<file path="config.mk">
export PLATFORM = sky130hd
export DESIGN_NAME = heartbeat_client_table
export DESIGN_NICKNAME = d
export VERILOG_FILES = /design/src/sv/hct_pkg.sv /design/src/sv/hct_front.sv /design/src/sv/hct_back.sv /design/src/sv/heartbeat_client_table.sv
export SDC_FILE = /design/constraint.sdc
export NUM_CORES = 2
export LEC_CHECK = 0
export BUFFER_PORTS_ARGS = -buffer_cell sky130_fd_sc_hd__buf_2
export CORE_AREA = 2 2 370 372
export DETAILED_ROUTE_END_ITERATION = 12
export DIE_AREA = 0 0 372 374
export PLACE_DENSITY = 0.86
export SYNTH_ARGS = -nofsm -noshare
export SYNTH_HDL_FRONTEND = slang
export SYNTH_HIERARCHICAL = 1
export SYNTH_SLANG_ARGS = --single-unit
</file>
<file path="constraint.sdc">
create_clock -name clock -period 20.6 [get_ports clock]
set_clock_uncertainty 0.1 [all_clocks]
set_input_delay 0 -clock clock [delete_from_list [all_inputs] [get_ports clock]]
set_output_delay 0 -clock clock [all_outputs]
set_load 0.02 [all_outputs]
</file>
<file path="src/sv/hct_pkg.sv">
`default_nettype none
package hct_pkg;

   // message kinds on the request channel
   typedef enum logic [1:0] {
      KIND_OTHER = 2'd0,
      KIND_APP   = 2'd1,
      KIND_END   = 2'd2,
      KIND_TICK  = 2'd3
   } kind_type;

   // work for the table engine
   typedef enum logic [1:0] {
      OP_EMIT = 2'd0,
      OP_APP  = 2'd1,
      OP_END  = 2'd2,
      OP_TICK = 2'd3
   } op_type;

   typedef enum logic [1:0] {
      ST_IDLE   = 2'd0,
      ST_PASS   = 2'd1,
      ST_APPEND = 2'd2,
      ST_EMIT   = 2'd3
   } state_type;

   localparam int QUEUE_DEPTH = 2;
   localparam logic [14:0] DEADLINE_SCALE = 15'd120;
   localparam logic [14:0] DEADLINE_BIAS = 15'd60;
   localparam logic [15:0] PERIOD_RESET = 16'd60000;
   localparam logic [0:0] REG_SWEEP_PERIOD = 1'b0;

   typedef struct packed {
      op_type      op;
      logic [31:0] address;
      logic [15:0] port;
      logic [14:0] deadline;
      logic [31:0] now;
      logic [15:0] elapsed;
   } cmd_type;

   typedef struct packed {
      logic [31:0] address;
      logic [15:0] port;
      logic [31:0] last_seen;
      logic [14:0] deadline;
   } entry_type;

endpackage
`default_nettype wire

</file>
<file path="src/sv/hct_front.sv">
`default_nettype none
module hct_front (
   input  wire logic             clock,
   input  wire logic             reset,
   input  wire logic             start,
   output logic                  busy,
   input  wire logic [1:0]       req_kind,
   input  wire logic             req_local_match,
   input  wire logic [31:0]      req_client_address,
   input  wire logic [15:0]      req_client_port,
   input  wire logic [7:0]       req_interval_minutes,
   input  wire logic [31:0]      req_now_seconds,
   input  wire logic [15:0]      req_elapsed_ms,
   output logic                  q_valid,
   output hct_pkg::cmd_type      q_cmd,
   input  wire logic             q_pop
);
   import hct_pkg::*;

   localparam int PTR_W = $clog2(QUEUE_DEPTH);
   localparam int FILL_W = $clog2(QUEUE_DEPTH + 1);

   cmd_type             queue_ff [QUEUE_DEPTH];
   logic [PTR_W-1:0]    wptr_ff, wptr_in;
   logic [PTR_W-1:0]    rptr_ff, rptr_in;
   logic [FILL_W-1:0]   fill_ff, fill_in;
   logic                push;
   cmd_type             cmd;

   // classify the beat
   always_comb begin
      cmd.address = req_client_address;
      cmd.port = req_client_port;
      cmd.now = req_now_seconds;
      cmd.elapsed = req_elapsed_ms;
      cmd.deadline = {7'd0, req_interval_minutes} * DEADLINE_SCALE + DEADLINE_BIAS;
      case (kind_type'(req_kind))
         KIND_TICK: cmd.op = OP_TICK;
         KIND_APP:  cmd.op = req_local_match ? OP_APP : OP_EMIT;
         KIND_END:  cmd.op = req_local_match ? OP_END : OP_EMIT;
         default:   cmd.op = OP_EMIT;
      endcase
   end

   assign busy = (fill_ff == FILL_W'(QUEUE_DEPTH));
   assign push = start && !busy;
   assign q_valid = (fill_ff != '0);
   assign q_cmd = queue_ff[rptr_ff];

   // queue pointers
   always_comb begin
      wptr_in = wptr_ff;
      rptr_in = rptr_ff;
      fill_in = fill_ff;
      if (push) begin
         wptr_in = (wptr_ff == PTR_W'(QUEUE_DEPTH - 1)) ? '0 : wptr_ff + 1'b1;
      end
      if (q_pop && q_valid) begin
         rptr_in = (rptr_ff == PTR_W'(QUEUE_DEPTH - 1)) ? '0 : rptr_ff + 1'b1;
      end
      if (push && !(q_pop && q_valid)) begin
         fill_in = fill_ff + 1'b1;
      end else if (!push && q_pop && q_valid) begin
         fill_in = fill_ff - 1'b1;
      end
   end

   always_ff @(posedge clock) begin
      if (reset) begin
         wptr_ff <= '0;
         rptr_ff <= '0;
         fill_ff <= '0;
      end else begin
         wptr_ff <= wptr_in;
         rptr_ff <= rptr_in;
         fill_ff <= fill_in;
      end
   end

   // queue storage
   always_ff @(posedge clock) begin
      if (push) begin
         queue_ff[wptr_ff] <= cmd;
      end
   end

endmodule
`default_nettype wire

</file>
<file path="src/sv/hct_back.sv">
`default_nettype none
module hct_back #(
   parameter int MAX_CLIENTS = 16
) (
   input  wire logic             clock,
   input  wire logic             reset,
   input  wire logic [15:0]      sweep_period,
   input  wire logic             q_valid,
   input  wire hct_pkg::cmd_type q_cmd,
   output logic                  q_pop,
   output logic                  rsp_valid,
   output logic [31:0]           rsp_dest_address,
   output logic [15:0]           rsp_dest_port,
   output logic                  rsp_last_of_run
);
   import hct_pkg::*;

   localparam int CNT_W = $clog2(MAX_CLIENTS + 1);
   localparam int IDX_W = (MAX_CLIENTS > 1) ? $clog2(MAX_CLIENTS) : 1;

   entry_type         table_mem [MAX_CLIENTS];
   entry_type         rdata_ff;
   state_type         state_ff, state_in;
   cmd_type           cmd_ff;
   logic [CNT_W-1:0]  cnt_ff, rd_ff, wr_ff, pidx_ff;
   logic              pend_ff, found_ff;
   logic [16:0]       acc_ff;
   logic [16:0]       acc_sum;
   logic              sweep_due;
   logic              issue, pass_done;
   logic              match, expired, drop, upd;
   logic              we;
   logic [CNT_W-1:0]  waddr;
   entry_type         wdata;
   entry_type         fresh;

   // tick accumulation
   assign acc_sum = acc_ff + {1'b0, q_cmd.elapsed};
   assign sweep_due = (acc_sum >= {1'b0, sweep_period});

   // per-entry decisions on the registered read data
   assign issue = (rd_ff < cnt_ff);
   assign pass_done = !issue && !pend_ff;
   assign match = (rdata_ff.address == cmd_ff.address) && (rdata_ff.port == cmd_ff.port);
   assign expired = ((cmd_ff.now - rdata_ff.last_seen) > {17'd0, rdata_ff.deadline});
   assign drop = ((cmd_ff.op == OP_TICK) && expired) || ((cmd_ff.op == OP_END) && match);
   assign upd = (cmd_ff.op == OP_APP) && match;

   always_comb begin
      fresh.address = cmd_ff.address;
      fresh.port = cmd_ff.port;
      fresh.last_seen = cmd_ff.now;
      fresh.deadline = cmd_ff.deadline;
   end

   // next state
   always_comb begin
      state_in = state_ff;
      case (state_ff)
         ST_IDLE: begin
            if (q_valid) begin
               case (q_cmd.op)
                  OP_TICK: state_in = sweep_due ? ST_PASS : ST_IDLE;
                  OP_EMIT: state_in = ST_EMIT;
                  default: state_in = ST_PASS;
               endcase
            end
         end
         ST_PASS: begin
            if (pass_done) begin
               if (cmd_ff.op == OP_TICK) begin
                  state_in = ST_IDLE;
               end else if ((cmd_ff.op == OP_APP) && !found_ff &&
                            (wr_ff < CNT_W'(MAX_CLIENTS))) begin
                  state_in = ST_APPEND;
               end else begin
                  state_in = ST_EMIT;
               end
            end
         end
         ST_APPEND: state_in = ST_EMIT;
         ST_EMIT: begin
            if (pass_done) begin
               state_in = ST_IDLE;
            end
         end
         default: state_in = ST_IDLE;
      endcase
   end

   // outputs and memory write port
   always_comb begin
      q_pop = 1'b0;
      we = 1'b0;
      waddr = wr_ff;
      wdata = rdata_ff;
      rsp_valid = 1'b0;
      case (state_ff)
         ST_IDLE: q_pop = q_valid;
         ST_PASS: begin
            we = pend_ff && !drop;
            wdata = upd ? fresh : rdata_ff;
         end
         ST_APPEND: begin
            we = 1'b1;
            waddr = cnt_ff;
            wdata = fresh;
         end
         ST_EMIT: rsp_valid = pend_ff;
         default: q_pop = 1'b0;
      endcase
   end

   assign rsp_dest_address = rdata_ff.address;
   assign rsp_dest_port = rdata_ff.port;
   assign rsp_last_of_run = (pidx_ff == CNT_W'(cnt_ff - 1'b1));

   // table memory
   always_ff @(posedge clock) begin
      if (we) begin
         table_mem[waddr[IDX_W-1:0]] <= wdata;
      end
      rdata_ff <= table_mem[rd_ff[IDX_W-1:0]];
   end

   // command register
   always_ff @(posedge clock) begin
      if (state_ff == ST_IDLE && q_valid) begin
         cmd_ff <= q_cmd;
      end
   end

   // control state and walk counters
   always_ff @(posedge clock) begin
      if (reset) begin
         state_ff <= ST_IDLE;
         cnt_ff <= '0;
         rd_ff <= '0;
         wr_ff <= '0;
         pidx_ff <= '0;
         pend_ff <= 1'b0;
         found_ff <= 1'b0;
         acc_ff <= '0;
      end else begin
         state_ff <= state_in;
         case (state_ff)
            ST_IDLE: begin
               rd_ff <= '0;
               wr_ff <= '0;
               pend_ff <= 1'b0;
               found_ff <= 1'b0;
               if (q_valid && q_cmd.op == OP_TICK) begin
                  acc_ff <= sweep_due ? '0 : acc_sum;
               end
            end
            ST_PASS: begin
               pend_ff <= issue;
               if (issue) begin
                  rd_ff <= rd_ff + 1'b1;
               end
               if (pend_ff && !drop) begin
                  wr_ff <= wr_ff + 1'b1;
               end
               if (pend_ff && upd) begin
                  found_ff <= 1'b1;
               end
               if (pass_done) begin
                  cnt_ff <= wr_ff;
                  rd_ff <= '0;
               end
            end
            ST_APPEND: begin
               cnt_ff <= cnt_ff + 1'b1;
               rd_ff <= '0;
               pend_ff <= 1'b0;
            end
            ST_EMIT: begin
               pend_ff <= issue;
               pidx_ff <= rd_ff;
               if (issue) begin
                  rd_ff <= rd_ff + 1'b1;
               end
            end
            default: pend_ff <= 1'b0;
         endcase
      end
   end

endmodule
`default_nettype wire

</file>
<file path="src/sv/heartbeat_client_table.sv">
// a message beat makes an edit pass over the table memory, then sends one result beat
// per client; a message that leaves the table alone sends only the result beats; a tick
// walks the table only with a sweep. each beat is registered in the queue first.
// one table memory port walks one entry per cycle; the engine works one beat to its end
// before it pops the next, and a two-deep queue takes beats ahead of the engine.
// results leave on a one-cycle strobe that the receiver cannot stall.
// reset empties the table and the tick accumulator and sets the sweep period to 60000.
`default_nettype none
module heartbeat_client_table #(
   parameter int MAX_CLIENTS = 16
) (
   input  wire logic        clock,
   input  wire logic        reset,
   input  wire logic        start,
   output logic             busy,
   input  wire logic [1:0]  req_kind,
   input  wire logic        req_local_match,
   input  wire logic [31:0] req_client_address,
   input  wire logic [15:0] req_client_port,
   input  wire logic [7:0]  req_interval_minutes,
   input  wire logic [31:0] req_now_seconds,
   input  wire logic [15:0] req_elapsed_ms,
   output logic             rsp_valid,
   output logic [31:0]      rsp_dest_address,
   output logic [15:0]      rsp_dest_port,
   output logic             rsp_last_of_run,
   input  wire logic        psel,
   input  wire logic        penable,
   input  wire logic        pwrite,
   input  wire logic [2:0]  paddr,
   input  wire logic [31:0] pwdata,
   output logic [31:0]      prdata,
   output logic             pready
);
   import hct_pkg::*;

   logic [15:0] period_ff;
   logic        q_valid;
   logic        q_pop;
   cmd_type     q_cmd;
   logic        reg_hit;

   // configuration register
   assign pready = 1'b1;
   assign reg_hit = (paddr[1:0] == 2'b00) && (paddr[2] == REG_SWEEP_PERIOD);
   assign prdata = reg_hit ? {16'd0, period_ff} : 32'd0;

   always_ff @(posedge clock) begin
      if (reset) begin
         period_ff <= PERIOD_RESET;
      end else if (psel && penable && pwrite && pready && reg_hit) begin
         period_ff <= pwdata[15:0];
      end
   end

   // accept and classify
   hct_front u_front (
      .clock                (clock),
      .reset                (reset),
      .start                (start),
      .busy                 (busy),
      .req_kind             (req_kind),
      .req_local_match      (req_local_match),
      .req_client_address   (req_client_address),
      .req_client_port      (req_client_port),
      .req_interval_minutes (req_interval_minutes),
      .req_now_seconds      (req_now_seconds),
      .req_elapsed_ms       (req_elapsed_ms),
      .q_valid              (q_valid),
      .q_cmd                (q_cmd),
      .q_pop                (q_pop)
   );

   // table engine
   hct_back #(
      .MAX_CLIENTS (MAX_CLIENTS)
   ) u_back (
      .clock            (clock),
      .reset            (reset),
      .sweep_period     (period_ff),
      .q_valid          (q_valid),
      .q_cmd            (q_cmd),
      .q_pop            (q_pop),
      .rsp_valid        (rsp_valid),
      .rsp_dest_address (rsp_dest_address),
      .rsp_dest_port    (rsp_dest_port),
      .rsp_last_of_run  (rsp_last_of_run)
   );

endmodule
`default_nettype wire
</file>
==> results.md <==
Status:
- The run finished, with violations left.
- The final reports fail on capacitance limit.

Timing:
- The final hold slack is 0.07021 ns.
- The final total negative setup slack is 0 ns.
- The worst path uses 42.41% of the clock period.
- The final count of negative-setup-slack endpoints is 0.
- Setup repair after global routing left no endpoint under its margin.
- The clock period could shrink to 8.737 ns.
- Timing would allow up to ~0.11 GHz.
- At the pin with the least slew margin, the transition time is 1.452 ns.
- The final count of pins violating max slew was 0.
- Headroom to the max-slew limit came out at under 10%.
- The count of endpoints failing hold in the final timing report came to 0.

Drt:
- The total vias in the final route is between 40000 and 50000.
- The DRC marker count from the first detailed-route iteration is 7443.
- The count of nets left with antenna violations once routing finished came out at 0.
- After detailed routing, the average wire length per cell comes to around 34 um.
- The number of design rule violations left after detail routing is 0.
- The detailed-route wire length is around 220000 um.
- The first detailed-routing pass took 9 iterations.
- The post-detailed-route via-to-cell ratio is about 7.

Clock network:
- The clock transition at the registers of the reported paths is roughly 0.060 ns.
- The CTS tree is done.
- No sink is reached through more buffers than the 3 on the longest clock path.
- The total clock sinks is roughly 2000.
- Gates resized during post-CTS repair numbered 0.
- The number of buffers created by CTS is around 190.
- The H-tree generated during clock tree synthesis spans 4 levels.
- For the worst-skew pair, the clock arrives at the later sink with an insertion delay of 0.87 ns.
- The cell sitting at the root of the clock tree is a sky130_fd_sc_hd__clkbuf_16.

Floorplan:
- The initial standard-cell utilization of the core is around 60%.
- During I/O placement, the number of pins put on the boundary was approximately 230.
- The die extent in y is approximately 370 um.
- The floorplan step defined a core boundary enclosing 135000 um2.
- The placement row count is around 140.
- From left edge to right edge, the die measures ~370 um.
- The die footprint is ~140000 um2.

Synthesis:
- In the synthesized netlist the async set-or-reset flop fraction comes to 0%.
- Counting every instance in the synthesized netlist gives roughly 4200.
- A synthesized cell averages just under 20 um2.
- After synthesis, the largest area contributor takes up 68.40% of total cell area.
- Of the synthesized area, sequential elements account for between 70 and 80%.
- The flip-flop cell with the highest count after synthesis is sky130_fd_sc_hd__edfxtp_1.
- The total of flip-flops plus latches after synthesis is roughly 2000.
- The number of library cell types mapped by synthesis is 87.
- The count of yosys warnings during synthesis is 6.
- In the post-synthesis netlist, the biggest area contributors are sky130_fd_sc_hd__edfxtp_1 (68%), sky130_fd_sc_hd__mux4_2 (13%), sky130_fd_sc_hd__dfxtp_1 (3.9%).
- sky130_fd_sc_hd__edfxtp_1 takes more of the synthesized area than any other cell.
- Summing every instance area after synthesis gives about 81000 um2.
- The synthesized design contains about 1800 enable-type register cells.

Flow run:
- The max capacitance violation total is 1.

Global routing:
- The number of global-route vias before repair is 47570.
- The initial antenna violation count is 5.
- The met1 track utilization from global routing is 40.28%.
- The global-route usage over all layers is between 30% and 40%.
- Global routing consumed, on the met2 layer, between 50% and 60% of the routing resources.
- Entering global routing, the biggest net connects approximately 170 pins.
- The first-pass GRT wire length is ~320000 um.
- The layer carrying the most global-route usage is met2.
- Summed over all layers, the global routing overflow is 0.
- For met3 alone, demand over resource in global routing was between 8 and 9%.

Placed design:
- The sum of net half-perimeters after detailed placement is roughly 100000 um.
- The final weighted congestion in routability-driven placement is about 0.9.
- Port buffering added 198 buffers.

Worst setup path:
- The start-to-end type of the worst setup path is reg2reg.
- The nature of the critical path startpoint is a register.
- Data on the critical path arrives at its endpoint at 9.11 ns.
- Along the worst path, the maximum fanout reaches 49.
- At the worst endpoint, the required time is around 21 ns.
- STA classifies the critical path endpoint as a register.

Power and ir drop:
- Dividing total power by cell area gives a power density of about 120 nW/um2.
- The peak supply drop is ~100 uV.
- The leakage power total is roughly 30 nW.

Final layout:
- The net count of the finished layout is a little under 5000.
- The ratio of cells with drive above 1 in the final layout is between 20% and 30%.
- Relative to the synthesized area, the layout overhead comes to 14.96%.

Worst hold path:
- The path class of the tightest hold or removal check is in2reg.
## worst paths after layout
| check | start | end | slack [ns] | depth (start not counted) |
|---|---|---|---|---|
| max | u_back/rsp_dest_address[25]$_DFF_P_ | u_back/table_mem[12][92]$_DFFE_PP_ | 11.86 | 11 |
| max reg2reg | u_back/rsp_dest_address[25]$_DFF_P_ | u_back/table_mem[12][92]$_DFFE_PP_ | 11.86 | 11 |
| min reg2reg | u_back/acc_ff[13]$_SDFFE_PP0P_ | u_back/acc_ff[13]$_SDFFE_PP0P_ | 0.36 | 2 |
| min | req_interval_minutes[0] | u_front/queue_ff[0][52]$_DFFE_PP_ | 0.07 | 3 |
## synth_stat cells (15+ instances only)
| master | count |
|---|---|
| sky130_fd_sc_hd__edfxtp_1 | 1837 |
| sky130_fd_sc_hd__mux4_2 | 475 |
| sky130_fd_sc_hd__clkbuf_1 | 165 |
| sky130_fd_sc_hd__dfxtp_1 | 157 |
| sky130_fd_sc_hd__a22oi_1 | 149 |
| sky130_fd_sc_hd__nand2_1 | 117 |
| sky130_fd_sc_hd__mux2_2 | 113 |
| sky130_fd_sc_hd__inv_1 | 111 |
| sky130_fd_sc_hd__ha_1 | 108 |
| sky130_fd_sc_hd__nor2_1 | 103 |
| sky130_fd_sc_hd__o21ai_0 | 92 |
| sky130_fd_sc_hd__a21oi_1 | 86 |
| sky130_fd_sc_hd__xor2_1 | 70 |
| sky130_fd_sc_hd__buf_4 | 68 |
| sky130_fd_sc_hd__o221ai_1 | 47 |
| sky130_fd_sc_hd__nand2b_1 | 42 |
| sky130_fd_sc_hd__buf_1 | 34 |
| sky130_fd_sc_hd__xnor2_1 | 32 |
| sky130_fd_sc_hd__mux2i_1 | 31 |
| sky130_fd_sc_hd__nand3_1 | 31 |
| sky130_fd_sc_hd__a21o_1 | 23 |
| sky130_fd_sc_hd__and2_1 | 23 |
| sky130_fd_sc_hd__nand4_1 | 22 |
| sky130_fd_sc_hd__a211oi_1 | 21 |
| sky130_fd_sc_hd__a31oi_1 | 15 |
| sky130_fd_sc_hd__fa_1 | 15 |
| sky130_fd_sc_hd__nor3_1 | 15 |
| sky130_fd_sc_hd__nor4_1 | 15 |
## repair_timing
item | CTS | global route
hold buffers | 278 | 0
hold endpoints to repair | 295 | 0
setup buffers | 0 | 0
setup endpoints to repair | 0 | 0
## worst max-delay path, stage by stage, from the launching register on
cell,delay [ns]
sky130_fd_sc_hd__dfxtp_1,0.54
sky130_fd_sc_hd__xor2_1,0.29
sky130_fd_sc_hd__nor4_1,1.25
sky130_fd_sc_hd__nand4_1,0.46
sky130_fd_sc_hd__nor3_1,1.04
sky130_fd_sc_hd__nand3b_1,0.96
sky130_fd_sc_hd__buf_4,0.63
sky130_fd_sc_hd__nor2_4,0.56
sky130_fd_sc_hd__buf_4,0.81
sky130_fd_sc_hd__buf_4,0.59
sky130_fd_sc_hd__a22oi_1,0.16
sky130_fd_sc_hd__o21ai_1,0.93
## routing by layer
layer	up-vias	share of wire, %
met5	-	0.016
met4	6	7.1
met3	1085	13
met2	4387	48
met1	23030	32
li1	18000	-
## area by class of cell
class                   count  area (um2)
multi-input cells        1813       20810
well taps                1781        2228
inverters                 114       430.4
clock inverters           106        1200
fillers                  7575       42240
flip-flops and latches   1994       58320
repair buffers            581        4612
clock buffers             247        5104
diodes                      3       7.507
## registers in the layout, indices dropped and copies added (netlist names), named ones only
name                     count
u_back/rsp_dest_address     32
u_back/acc_ff               17
u_back/found_ff              1
u_back/table_mem          1520
period_ff                   16
u_front/queue_ff           220
u_back/cmd_ff               97
u_front/wptr_ff              1
u_back/wr_ff                 5
u_back/pidx_ff               5
u_front/fill_ff              2
u_back/cnt_ff                5
u_back/rdata_ff             47
u_front/rptr_ff              1
u_back/rd_ff                 5
u_back/rsp_dest_port        16
u_back/pend_ff               1
u_back/state_ff              2
## cell families (layout without fill, tap and decap cells)
group / after synthesis / count (layout) / share of synthesized area, %
simple gates: 428 / 428 / 2.687
flops: 1994 / 1994 / 72.30
other cells: 4 / 23 / 0.01861
buf+inv: 387 / 1048 / 2.164
compound gates: 519 / 519 / 4.411
mux: 619 / 619 / 15.23
xor+xnor: 104 / 104 / 1.148
fa+ha+maj: 123 / 123 / 2.048
## stage by stage
step           util (%)  total power, mW  setup WS [ns]  cells  cell area, um2
2_1_floorplan         -            6.480          12.03   4194           80710
3_3_place_gp      61.94            6.995          12.52   6001           83590
3_5_place_dp      61.94            7.099          12.41   6001           83590
4_1_cts           68.67            10.66          12.24   6632           92680
5_1_grt           68.69            11.05          12.07   6636           92710
6_report          68.70            10.78          11.86   6639           92720
## layout by cell type (no fill, tap or decap), drive strengths merged, types with 24 or more instances in the layout
| cell type | instances |
|---|---|
| ha | 108 |
| nor2 | 103 |
| nand2 | 119 |
| dfxtp | 157 |
| mux4 | 475 |
| clkinv | 77 |
| xnor2 | 33 |
| edfxtp | 1837 |
| and2 | 24 |
| buf | 303 |
| a21oi | 86 |
| xor2 | 71 |
| o21ai | 95 |
| mux2 | 113 |
| o221ai | 47 |
| nand3 | 32 |
| mux2i | 31 |
| nand2b | 42 |
| dlygate4sd3 | 278 |
| a22oi | 149 |
| a21o | 24 |
| inv | 118 |
| clkbuf | 247 |
## power by group
| group | leakage, nW | total (mW) | switching, mW | internal, mW |
|---|---|---|---|---|
| registers | 18.0 | 5.25 | 0.135 | 5.12 |
| logic | 9.13 | 1.98 | 1.34 | 0.637 |
| clock network | 3.05 | 3.55 | 1.60 | 1.95 |
| total | 30.2 | 10.8 | 3.08 | 7.70 |
Note: power is estimated with default switching activity, not from simulation.
